## src/rtl/wfp_pkg.sv

```systemverilog
// Shared frame parser types: step record, input stage to parser core, and
// result record, parser core to output register. No dependencies.
package wfp_pkg;

	// One result beat: a payload byte or an empty-frame marker
	typedef struct packed {
		logic [7:0] payload_byte;
		logic       data_valid;
		logic [3:0] frame_opcode;
		logic       frame_fin;
		logic       frame_end;
		logic       was_masked;
	} wfp_result_t;

	// Handoff from the input stage to the parser core
	typedef struct packed {
		logic       step;
		logic [7:0] data;
	} wfp_step_t;

endpackage

```

## src/rtl/wfp_in_stage.sv

```systemverilog
// Input register of the frame parser: captures one stream byte per beat.
// Depends on wfp_pkg.
module wfp_in_stage import wfp_pkg::*; (
	input  logic       clk,
	input  logic       arst_n,
	input  logic       in_valid,
	output logic       in_ready,
	input  logic [7:0] rx_byte,
	input  logic       advance,
	output wfp_step_t  step_o
);

	logic       valid_s1;
	logic [7:0] byte_s1;

	// Take a new beat when empty or when the held byte moves on
	assign in_ready = !valid_s1 || advance;

	always_ff @(posedge clk or negedge arst_n) begin
		if (!arst_n) begin
			valid_s1 <= 1'b0;
		end else if (in_ready) begin
			valid_s1 <= in_valid;
		end
	end

	// Hold the byte until it is consumed
	always_ff @(posedge clk) begin
		if (in_valid && in_ready) begin
			byte_s1 <= rx_byte;
		end
	end

	assign step_o.step = valid_s1 && advance;
	assign step_o.data = byte_s1;

endmodule

```

## src/rtl/wfp_core.sv

```systemverilog
// Parser core: header, extended length and key state, payload unmasking.
// Depends on wfp_pkg.
module wfp_core import wfp_pkg::*; (
	input  logic        clk,
	input  logic        arst_n,
	input  wfp_step_t   step_i,
	output logic        emit,
	output wfp_result_t res
);

	localparam logic [2:0] PH_HDR0   = 3'd0;
	localparam logic [2:0] PH_HDR1   = 3'd1;
	localparam logic [2:0] PH_EXTLEN = 3'd2;
	localparam logic [2:0] PH_KEY    = 3'd3;
	localparam logic [2:0] PH_DATA   = 3'd4;

	localparam logic [6:0] LEN_EXT16 = 7'd126;
	localparam logic [6:0] LEN_EXT64 = 7'd127;
	localparam logic [3:0] EXT16_BYTES = 4'd2;
	localparam logic [3:0] EXT64_BYTES = 4'd8;
	localparam logic [3:0] KEY_BYTES   = 4'd4;

	logic [2:0]  phase_q, phase_d;
	logic        fin_q, fin_d;
	logic [3:0]  opcode_q, opcode_d;
	logic        mask_q, mask_d;
	logic [63:0] rem_q, rem_d;
	logic [3:0]  ext_q, ext_d;
	logic [31:0] key_q, key_d;
	logic [1:0]  idx_q, idx_d;

	logic [7:0]  b;
	logic [6:0]  len7;
	logic [7:0]  kb;
	logic        emit_d;
	logic [7:0]  data_d;
	logic        last_d;

	assign b    = step_i.data;
	assign len7 = b[6:0];

	// Select the key byte for the current payload index
	always_comb begin
		unique case (idx_q)
			2'd0:    kb = key_q[31:24];
			2'd1:    kb = key_q[23:16];
			2'd2:    kb = key_q[15:8];
			default: kb = key_q[7:0];
		endcase
	end

	// Next state and result for one byte
	always_comb begin
		phase_d  = phase_q;
		fin_d    = fin_q;
		opcode_d = opcode_q;
		mask_d   = mask_q;
		rem_d    = rem_q;
		ext_d    = ext_q;
		key_d    = key_q;
		idx_d    = idx_q;
		emit_d   = 1'b0;
		data_d   = '0;
		last_d   = 1'b0;
		unique case (phase_q)
			PH_HDR0: begin
				fin_d    = b[7];
				opcode_d = b[3:0];
				phase_d  = PH_HDR1;
			end
			PH_HDR1: begin
				mask_d = b[7];
				key_d  = '0;
				idx_d  = '0;
				rem_d  = '0;
				if (len7 == LEN_EXT16) begin
					ext_d   = EXT16_BYTES;
					phase_d = PH_EXTLEN;
				end else if (len7 == LEN_EXT64) begin
					ext_d   = EXT64_BYTES;
					phase_d = PH_EXTLEN;
				end else begin
					rem_d = {57'd0, len7};
					if (b[7]) begin
						ext_d   = KEY_BYTES;
						phase_d = PH_KEY;
					end else if (len7 == 7'd0) begin
						emit_d  = 1'b1;
						last_d  = 1'b1;
						phase_d = PH_HDR0;
					end else begin
						phase_d = PH_DATA;
					end
				end
			end
			PH_EXTLEN: begin
				rem_d = {rem_q[55:0], b};
				ext_d = ext_q - 4'd1;
				if (ext_d == 4'd0) begin
					if (mask_q) begin
						ext_d   = KEY_BYTES;
						phase_d = PH_KEY;
					end else if (rem_d == 64'd0) begin
						idx_d   = '0;
						emit_d  = 1'b1;
						last_d  = 1'b1;
						phase_d = PH_HDR0;
					end else begin
						idx_d   = '0;
						phase_d = PH_DATA;
					end
				end
			end
			PH_KEY: begin
				key_d = {key_q[23:0], b};
				ext_d = ext_q - 4'd1;
				if (ext_d == 4'd0) begin
					idx_d = '0;
					if (rem_q == 64'd0) begin
						emit_d  = 1'b1;
						last_d  = 1'b1;
						phase_d = PH_HDR0;
					end else begin
						phase_d = PH_DATA;
					end
				end
			end
			PH_DATA: begin
				idx_d  = idx_q + 2'd1;
				rem_d  = rem_q - 64'd1;
				last_d = (rem_q == 64'd1);
				emit_d = 1'b1;
				data_d = mask_q ? (b ^ kb) : b;
				if (last_d) begin
					phase_d = PH_HDR0;
				end
			end
			default: begin
				phase_d = PH_HDR0;
			end
		endcase
	end

	// Advance the parser state on each consumed byte
	always_ff @(posedge clk or negedge arst_n) begin
		if (!arst_n) begin
			phase_q  <= PH_HDR0;
			fin_q    <= 1'b0;
			opcode_q <= '0;
			mask_q   <= 1'b0;
			rem_q    <= '0;
			ext_q    <= '0;
			key_q    <= '0;
			idx_q    <= '0;
		end else if (step_i.step) begin
			phase_q  <= phase_d;
			fin_q    <= fin_d;
			opcode_q <= opcode_d;
			mask_q   <= mask_d;
			rem_q    <= rem_d;
			ext_q    <= ext_d;
			key_q    <= key_d;
			idx_q    <= idx_d;
		end
	end

	assign emit             = step_i.step && emit_d;
	assign res.payload_byte = data_d;
	assign res.data_valid   = (phase_q == PH_DATA);
	assign res.frame_opcode = opcode_d;
	assign res.frame_fin    = fin_d;
	assign res.frame_end    = last_d;
	assign res.was_masked   = mask_d;

endmodule

```

## src/rtl/wfp_out_reg.sv

```systemverilog
// Result register of the frame parser: holds one beat until taken.
// Depends on wfp_pkg.
module wfp_out_reg import wfp_pkg::*; (
	input  logic        clk,
	input  logic        arst_n,
	input  logic        emit,
	input  wfp_result_t res,
	output logic        advance,
	output logic        out_valid,
	input  logic        out_ready,
	output wfp_result_t out_res
);

	logic        valid_s2;
	wfp_result_t res_s2;

	// Free to load when empty or when the held beat is taken now
	assign advance = !valid_s2 || out_ready;

	always_ff @(posedge clk or negedge arst_n) begin
		if (!arst_n) begin
			valid_s2 <= 1'b0;
		end else if (advance) begin
			valid_s2 <= emit;
		end
	end

	always_ff @(posedge clk) begin
		if (advance && emit) begin
			res_s2 <= res;
		end
	end

	assign out_valid = valid_s2;
	assign out_res   = res_s2;

endmodule

```

## src/rtl/websocket_frame_parser_unit.sv

```systemverilog
// Top level of the WebSocket frame parser: input register, parser core,
// result register. Depends on wfp_pkg, wfp_in_stage, wfp_core, wfp_out_reg.
//
//  channel | handshake            | payload
//  --------+----------------------+-------------------------------------------
//  in      | in_valid / in_ready  | rx_byte
//  out     | out_valid / out_ready| payload_byte, data_valid, frame_opcode,
//          |                      | frame_fin, frame_end, was_masked
//
// One byte per cycle, sustained, unless a stalled output holds its beat; the
// input register keeps accepting while the result register is empty or being
// drained. Bytes pass from the input register to the result register; header,
// length and key bytes yield no beat, but an empty frame's last one yields a
// marker. Each byte's state update is one 64-bit decrement or shift plus
// compare. Reset clears the parser to expect the first header byte of a frame.
module websocket_frame_parser_unit import wfp_pkg::*; (
	input  logic       clk,
	input  logic       arst_n,
	input  logic       in_valid,
	output logic       in_ready,
	input  logic [7:0] rx_byte,
	output logic       out_valid,
	input  logic       out_ready,
	output logic [7:0] payload_byte,
	output logic       data_valid,
	output logic [3:0] frame_opcode,
	output logic       frame_fin,
	output logic       frame_end,
	output logic       was_masked
);

	wfp_step_t   step;
	wfp_result_t res;
	wfp_result_t out_res;
	logic        emit;
	logic        advance;

	wfp_in_stage u_in (
		.clk      (clk),
		.arst_n   (arst_n),
		.in_valid (in_valid),
		.in_ready (in_ready),
		.rx_byte  (rx_byte),
		.advance  (advance),
		.step_o   (step)
	);

	wfp_core u_core (
		.clk    (clk),
		.arst_n (arst_n),
		.step_i (step),
		.emit   (emit),
		.res    (res)
	);

	wfp_out_reg u_out (
		.clk       (clk),
		.arst_n    (arst_n),
		.emit      (emit),
		.res       (res),
		.advance   (advance),
		.out_valid (out_valid),
		.out_ready (out_ready),
		.out_res   (out_res)
	);

	assign payload_byte = out_res.payload_byte;
	assign data_valid   = out_res.data_valid;
	assign frame_opcode = out_res.frame_opcode;
	assign frame_fin    = out_res.frame_fin;
	assign frame_end    = out_res.frame_end;
	assign was_masked   = out_res.was_masked;

endmodule

```

## config.mk

```make
export PLATFORM = sky130hd
export DESIGN_NAME = websocket_frame_parser_unit
export DESIGN_NICKNAME = d
export VERILOG_FILES = /design/src/rtl/wfp_pkg.sv /design/src/rtl/wfp_in_stage.sv /design/src/rtl/wfp_core.sv /design/src/rtl/wfp_out_reg.sv /design/src/rtl/websocket_frame_parser_unit.sv
export SDC_FILE = /design/constraint.sdc
export NUM_CORES = 1
export LEC_CHECK = 0
export BUFFER_PORTS_ARGS = -buffer_cell sky130_fd_sc_hd__buf_2
export CAP_MARGIN = 10
export CORE_AREA = 2 2 141 109
export CTS_BUF_LIST = sky130_fd_sc_hd__clkbuf_4
export CTS_CLUSTER_SIZE = 30
export DETAILED_ROUTE_END_ITERATION = 16
export DIE_AREA = 0 0 143 111
export GPL_TIMING_DRIVEN = 0
export PLACE_DENSITY = 0.76
export SLEW_MARGIN = 10
export SYNTH_ARGS = -nofsm -noshare
export SYNTH_HDL_FRONTEND = slang
export SYNTH_SLANG_ARGS = --single-unit
```

## constraint.sdc

```tcl
create_clock -name clk -period 3.1 [get_ports clk]
set_clock_uncertainty 0.05 [all_clocks]
set_input_delay 0.62 -clock clk [delete_from_list [all_inputs] [get_ports clk]]
set_output_delay 0.62 -clock clk [all_outputs]
set_load 0.005 [all_outputs]
```

After elaboration in Yosys (flattened, before gate mapping)
Index checks and enable logic that the tools add are counted.
Widths: inputs -> output; s select.
{"block": "word_totals", "ram_bits": 0, "rom_bits": 0, "n_memories": 0, "latch_bits": 0, "output_inout_bits": 18, "reg_bits": 137}
{"block": "op_classes", "div_mod_pow": 0, "add_sub_neg": 3, "order_cmp": 0, "n_mux": 41, "n_reduce_logical": 23, "eq_ne": 14, "bitwise_logic": 1, "mul": 0, "shift": 0}
{"operator": "$pmux 64 s3", "n": 1}
{"operator": "$logic_not 64->1", "n": 2}
{"operator": "$eq 64x1->1 const B", "n": 1}
{"operator": "$mux 64", "n": 1}
{"operator": "$pmux 32 s2", "n": 1}
{"operator": "$sub 64x1->64 const B", "n": 1}
{"operator": "$mux 3", "n": 10}
{"operator": "$mux 4", "n": 6}
{"operator": "$pmux 8 s3", "n": 1}
{"operator": "$pmux 3 s5", "n": 1}
{"operator": "$eq 7x7->1 const B", "n": 2}
{"operator": "$pmux 4 s3", "n": 1}
{"operator": "$mux 1", "n": 11}
{"operator": "$mux 8", "n": 1}
{"operator": "$pmux 1 s4", "n": 2}
{"operator": "$pmux 2 s4", "n": 1}
{"operator": "$xor 8x8->8", "n": 1}
{"operator": "$logic_not 7->1", "n": 1}
{"operator": "$mux 7", "n": 1}
{"operator": "$eq 3x2->1 const B", "n": 2}
{"operator": "$mux 2", "n": 3}
{"operator": "$reduce_bool 3->1", "n": 2}
{"operator": "$reduce_and 5->1", "n": 1}
{"operator": "$logic_and 1x1->1", "n": 4}
{"operator": "other kinds (19)", "n": 24}

Longest topological paths before layout
Gate-level depths: netlist of the first run.
{"block": "depth", "depth_word": 8, "depth_mapped": 9}

Cells and area by module
From an unflattened synthesis of the first run, not the netlist that was laid out.
{"block": "hier_totals", "hier_cells": 885, "hier_area_um2": 7724.9}
{"mod": "wfp_core", "n_inst": 1, "area_per_inst_um2": 6890.4, "seq_area_each_um2": 2777.7, "cells_each": 852}
{"mod": "wfp_out_reg", "n_inst": 1, "area_per_inst_um2": 534.3, "seq_area_each_um2": 505.5, "cells_each": 20}
{"mod": "wfp_in_stage", "n_inst": 1, "area_per_inst_um2": 300.3, "seq_area_each_um2": 265.3, "cells_each": 13}

Worst setup path after synthesis of the first run
Ideal clock, no wire load.
{"block": "synth_path", "kind": "reg-to-reg", "start": "reg u_core.rem_q[40]", "end": "reg u_out.res_s2 (netlist bit u_out.out_res[0]) (enable)", "setup_time_ns": 0.388, "required_time_ns": 2.662, "n_path_buf": 0, "stages_incl_launch_ff": 7, "setup_slack_ns": 0.125, "t_arrival_ns": 2.536, "path_cell_list": "dfrtp_1 -> or4_1 -> nand3b_1 -> nor4_1 -> o2111ai_1 -> and3_1 -> nor2_1"}
{"block": "synth_between", "elab_chain_len": 7, "elab_cells_between_ends": 10, "classes_between": "6 x mux; 4 x reduce/logical"}
{"element": "from (decl)", "line_no": "wfp_core.sv:27", "rtl": "logic [63:0] rem_q, rem_d;"}
{"element": "from (signal assigned)", "line_no": "wfp_core.sv:160", "rtl": "rem_q <= rem_d;"}
{"element": "$logic_not 64->1", "line_no": "wfp_core.sv:103", "rtl": "end else if (rem_d == 64'd0) begin"}
{"element": "$mux 1", "line_no": "wfp_core.sv:103"}
{"element": "$mux 1", "line_no": "wfp_core.sv:100", "rtl": "if (mask_q) begin"}
{"element": "$mux 1", "line_no": "wfp_core.sv:99", "rtl": "if (ext_d == 4'd0) begin"}
{"element": "$pmux 1 s4 *", "line_no": "wfp_core.sv:65", "rtl": "unique case (phase_q)"}
{"element": "$logic_and 1x1->1 *", "line_no": "wfp_core.sv:167", "rtl": "assign emit = step_i.step && emit_d;"}
{"element": "$logic_and 1x1->1 *", "line_no": "wfp_out_reg.sv:29", "rtl": "if (advance && emit) begin"}
{"element": "to (signal assigned)", "line_no": "wfp_out_reg.sv:30", "rtl": "res_s2 <= res;"}
{"element": "to (decl)", "line_no": "wfp_out_reg.sv:15", "rtl": "wfp_result_t res_s2;"}
Mark *: on every way between the ends. The rest lies on a longest branch, timed or not.
A chain may end at the register's enable or synchronous reset.

==> results.toml, run 1 <==
[global_routing]
antenna_found_initial = 1
grt.overflow.total = 0
grt_usage = 0.300
grt_max_degree = 76
grt_pass1_vias = 6849
grt_pass1_wl_um = 37100

[placed_design]
dp.cells = 1102
io_buffer_count = 29
pre_cts_ws_ps = -400
hpwl_um = 16300
routabilityCongestion = 0.925

[synth]
avgSynthCellArea_um2 = 8.71
ys.flop_type = "dfrtp_1"
synth_cells = 867
synth-seq-cells = 137
yosysWarnings = 0
yosysSeqAreaShare = 0.470
synth_nets = 887
synth-async-reset-ratio = 0.825
synthesis.area_mm2 = 0.00755
synth_edf_count = 24
yosysUniqueCellTypes = 71

[timing]
finalCriticalPeriod_ps = 3040
setup_viol = 0
grt_setup_unrepaired = "yes"
slew_headroom = 0.450
hold_viol = 0
slew_viol_final = 0
period_share = 0.981
tightest_slew_ps = 826
final.setup.worst_slack_ps = 60.2
fmax_mhz = 329
fin_setup_tns_ps = 0

[floorplan]
die_h_um = 111
initial_core_util = 0.514
core_area_mm2 = 0.0147
die_w_um = 143
rows = 39
ios = 30
die-area_mm2 = 0.0159

[final_layout]
multi_input_comb_area_mm2 = 0.00374
final_common_cell = "nand2_1"
nNetsFinal = 940
stdcell_count = 1138
final_core_util = 0.568
antenna_cells = 0
mostFrequentLayoutCells = "154 x nand2_1, 114 x o21ai_0, 113 x dfrtp_1"
areaGrowthSynthToFinish_pct = 10.6
regArea_mm2 = 0.00355
fill_cells = 1325
layout-drive-gt1-share = 0.103

[clocking]
worstSkewPairLatency_ps = 600
cts_tree = "yes"
path_clk_slew_ps = 140
cts_sinks = 137
numCtsBuffers = 17
root_buffer = "clkbuf_4"
clk_path_buf_depth = 2
cts_max_level = 4

[worst_setup_path]
worst-path-buf-inv = 4
crit_required_ps = 3570
critPathKind = "reg2reg"
cp_max_fo = 10
critical-path-top-delay-family = "buffers and inverters"
slowest_delay_ps = 690
reg2regPathDepth = 7
r2r_start = "u_core.phase_q[2]"
cp_cell_sequence = "buf_2 -> or3b_2 -> inv_1 -> clkbuf_1 -> clkbuf_1 -> a22oi_1 -> o21ai_0"
timing.rr.end = "u_core.rem_q[5]"
cpMostUsedCell = "clkbuf_1"
cp_slowest_cell = "clkbuf_1"
cp-start-kind = "flop"
rrSetupSlack_ps = 60
end_kind = "flop"
arrival_ps = 3510

[drt]
dr.first_iter.drc_count = 1172
vias = 7379
vias_per_cell = 6.48
wire_per_inst_um = 20.2
ant_nets = 0
drc_errors = 0
totalWireLength_um = 23000
first_pass_iters = 8

[worst_hold_path]
holdPathEnd = "u_in.byte_s1[1]"
worstHoldPathCells = 1
min-delay-start = "rx_byte[1]"
hold_path_class = "in2reg"

[power]
total_power_mw = 7.42
p_leak_nw = 3.38
ir_drop_mv = 0.733
p_per_area_mw_per_mm2 = 889

[flow_run]
drv_cap = 0

[run_status]
outcome = "finished, final reports clean"
[metrics by stage]
step                      area (um^2)  hold slack, ps
after floorplan                  7550             274
after global placement           7950             404
final                            8350             131
after CTS                        8330             127
after detailed placement         7990             412
after global routing             8350            99.0
[routing by layer]
layer	wire length, um	vias to the layer above	global-route usage	part of all wire
li1	-	3326	-	-
met1	10400	3532	0.476	0.45
met2	9450	477	0.396	0.41
met3	2830	44	0.0916	0.12
met4	369	0	0.0700	0.016
met5	0	-	0	0
[report_power, final]
part | internal [mW] | switching (mW) | leakage [nW]
Combinational | 1.05 | 2.50 | 1.47
Sequential | 2.22 | 0.396 | 1.76
Clock | 0.494 | 0.768 | 0.152
Total | 3.76 | 3.66 | 3.38
[layout make-up]
cell class / instances / share of cell area
buffer: 54 / 0.0261
clock buffer: 17 / 0.0153
clock inverter: 15 / 0.0198
inverter: 19 / 0.00854
multi-input combinational: 657 / 0.448
sequential: 137 / 0.425
tap: 205 / 0.0307
timing repair buffer: 34 / 0.0268
[synthesized netlist by cell type (3+ instances only)]
master / number / area share
nor4_1: 16 / 0.013
nand4_1: 9 / 0.0075
and3_1: 5 / 0.0041
o211ai_1: 11 / 0.011
a222oi_1: 8 / 0.011
o21ai_0: 114 / 0.076
or4_1: 12 / 0.012
inv_1: 19 / 0.0094
a221o_1: 4 / 0.0053
nor2_1: 57 / 0.028
o21a_1: 5 / 0.0050
clkbuf_1: 47 / 0.023
nand2_1: 154 / 0.077
o311ai_0: 10 / 0.012
and4_1: 4 / 0.0046
nand2b_1: 9 / 0.0075
a32oi_1: 10 / 0.012
dfrtp_1: 113 / 0.37
nor3_1: 34 / 0.023
o2bb2ai_1: 6 / 0.0070
nand3_1: 25 / 0.017
nand3b_1: 3 / 0.0030
xor2_1: 8 / 0.0093
or3_1: 14 / 0.012
o31a_1: 3 / 0.0035
buf_1: 4 / 0.0020
or2_2: 5 / 0.0041
and2_1: 8 / 0.0066
a22oi_1: 16 / 0.016
a21oi_1: 43 / 0.029
mux2_2: 7 / 0.010
edfxtp_1: 24 / 0.095
ha_1: 8 / 0.013
a31oi_1: 6 / 0.0050
[worst max path at each step]
| stage | slack, ps | start | end | depth (start not counted) |
|---|---|---|---|---|
| global route | -20 | u_core.rem_q[40] | u_out.out_res[12] | 7 |
| finish | 60 | u_core.phase_q[2] | u_core.rem_q[5] | 7 |
| CTS | 90 | u_core.rem_q[2] | u_core.rem_q[63] | 8 |
| detailed placement | -400 | u_core.rem_q[17] | u_out.out_res[7] | 6 |
| floorplan | 130 | u_core.rem_q[40] | u_out.out_res[0] | 6 |
| global placement | -680 | u_core.rem_q[17] | u_out.out_res[7] | 6 |
[repair_timing]
item / 4_1_cts / 5_1_grt
hold buffers: 1 / 0
resized for setup: 3 / 5
endpoints found under the setup margin: 21 / 28
endpoints found under the hold margin: 38 / 0
setup buffers: 2 / 1
pin swaps: 1 / 1
[cells by family after synthesis]
logic type	count (synthesis)	share of synthesized area
muxes	7	0.0104
and+or+nand+nor	368	0.235
AOI/OAI and AO/OA	265	0.223
adders and majority gates	8	0.0133
DFF	137	0.470
xor gates and xnor gates	9	0.0104
buffers and inverters	73	0.0380
[flip-flops by register name (all words and copies together), names as in the netlist, 2 cells and up]
signal and count:
u_core.rem_q 64, u_core.key_q 32, u_out.out_res 16, u_in.byte_s1 8
u_core.ext_q 4, u_core.opcode_q 4, u_core.phase_q 3, u_core.idx_q 2
(Power assumes the default switching activity.)
==> run 2: changes to the inputs <==
--- a/config.mk
+++ b/config.mk
@@ -12,7 +12,7 @@
 export CTS_CLUSTER_SIZE = 30
 export DETAILED_ROUTE_END_ITERATION = 16
 export DIE_AREA = 0 0 143 111
-export GPL_TIMING_DRIVEN = 0
+export GPL_TIMING_DRIVEN = 1
 export PLACE_DENSITY = 0.76
 export SLEW_MARGIN = 10
 export SYNTH_ARGS = -nofsm -noshare
==> run 2 against run 1 <==
Net effect: sequential share of layout area grew 0.31 points; clock-buffer cell count is the same; utilization shrank 0.42 points; setup slack gained 130 ps; combinational power shrank 7.3%; critical path type unchanged; critical endpoint is now u_out.out_res[0]; largest cell class unchanged.
==> results.toml, run 2 (synthesized netlist as in run 1, its figures left out) <==
[power]
pwr-share-comb = 0.462
p_leak_nw = 3.43
seqPwrFrac = 0.371
power.switching_mw = 3.44
ir_drop_mv = 0.537
total_power_mw = 7.11
p_sw_frac = 0.484
p_per_area_mw_per_mm2 = 858
p_int_mw = 3.67
clockPowerShare = 0.167

[placed_design]
pre_cts_ws_ps = 225
hpwl_um = 14100
place_area_mm2 = 0.00802
io_buffer_count = 29
routabilityCongestion = 0.921

[drt]
dr.first_iter.drc_count = 1085
vias = 6997
first_pass_iters = 8
totalWireLength_um = 20800
vias_per_cell = 6.30
wire_per_inst_um = 18.7
ant_nets = 0
drc_errors = 0

[final_layout]
final_common_cell = "nand2_1"
nNetsFinal = 913
areaGrowthSynthToFinish_pct = 9.80
layout-drive-gt1-share = 0.129
mostFrequentLayoutCells = "154 x nand2_1, 114 x o21ai_0, 113 x dfrtp_1"
fill_cells = 1300
top_register = "u_core.rem_q"
final_area_mm2 = 0.00829
largest_register_ffs = 64
antenna_cells = 0
final_core_util = 0.564

[timing]
finalCriticalPeriod_ps = 2910
grt_setup_unrepaired = "no"
final.setup.worst_slack_ps = 190
fin_setup_tns_ps = 0
period_share = 0.939
setup_viol = 0
slew_headroom = 0.418
slew_viol_final = 0
fmax_mhz = 344
tightest_slew_ps = 866
hold_viol = 0

[floorplan]
core_area_mm2 = 0.0147
ios = 30
die_h_um = 111
rows = 39
die-area_mm2 = 0.0159
die_w_um = 143
initial_core_util = 0.514

[worst_setup_path]
rrSetupSlack_ps = 190
cp-start-kind = "flop"
end_kind = "flop"
r2r_start = "u_core.rem_q[40]"
arrival_ps = 3140
cp_slowest_cell = "or4_1"
crit_start = "u_core.rem_q[40]"
timing.rr.end = "u_out.out_res[0]"
cp_cell_sequence = "or4_1 -> nand3b_1 -> nor4_1 -> o2111ai_1 -> and3_1 -> nor2_1 -> buf_4"
critPathKind = "reg2reg"
cp_max_fo = 10
crit_required_ps = 3330
slowest_delay_ps = 590
reg2regPathDepth = 7

[global_routing]
grt.overflow.total = 0
antenna_found_initial = 0
grt_max_degree = 75
grt_usage = 0.276
grt_pass1_vias = 6558
grt_pass1_wl_um = 34500

[clocking]
root_buffer = "clkbuf_4"
cts_sinks = 137
path_clk_slew_ps = 150
cts_tree = "yes"
post_cts_buffers = 0
worstSkewPairLatency_ps = 570
cts_max_level = 4
ctsHoldBuffers = 0
ctsResizeCount = 0
clk_path_buf_depth = 2
numCtsBuffers = 17

[run_status]
outcome = "finished, final reports clean"

[flow_run]
drv_cap = 0

[worst_hold_path]
hold_path_class = "in2async"
run 2: changes by cell type in the layout (fill, tap and decap cells not counted), moves of 3 or more:
cell	previous run	this run
inv_4	0	3
clkbuf_1	46	0
buf_4	3	31
clkinvlp_4	3	0
buf_1	3	0
inv_8	1	5
run 2: worst max-delay path by stage:
stage / endpoint
after CTS: u_out.out_res[12]
after floorplan: u_out.out_res[0]
final: u_out.out_res[0]
after global placement: u_out.out_res[10]
after global routing: u_core.rem_q[63]
after detailed placement: u_out.out_res[10]
run 2: metal layers:
metal | GRT usage | routed length (um)
met1 | 0.443 | 9980
met5 | 0 | 0
met4 | 0.0719 | 272
met2 | 0.372 | 8520
met3 | 0.0618 | 2010
run 2: final cells by class:
cell class | count | area (um^2) | area share
timing repair buffer | 61 | 413 | 0.0498
clock inverter | 15 | 144 | 0.0174
inverter | 19 | 71.3 | 0.00861
multi-input combinational | 657 | 3730 | 0.450
clock buffer | 17 | 128 | 0.0154
tap | 205 | 256 | 0.0309
sequential | 137 | 3550 | 0.428
run 2: stage by stage:
step | hold slack (ps) | instances
global route | 82.2 | 1111
finish | 41.6 | 1111
global placement | 404 | 1079
floorplan | 274 | 867
CTS | 73.6 | 1111
detailed placement | 414 | 1079
run 2: critical path, delay by kind of cell, from the launching register on:
kind / cells / cell delay (ps)
and+or+nand+nor: 5 / 1740
buffers and inverters: 1 / 220
AOI/OAI and AO/OA: 1 / 170
DFF: 1 / 450
run 2: power groups by stage:
stage	clock network [mW]	registers (mW)	logic [mW]
3_5_place_dp	0	2.65	3.20
4_1_cts	1.19	2.62	3.21
3_3_place_gp	0	2.65	3.15
5_1_grt	1.27	2.69	3.64
2_1_floorplan	0	2.50	2.32
6_report	1.19	2.64	3.29
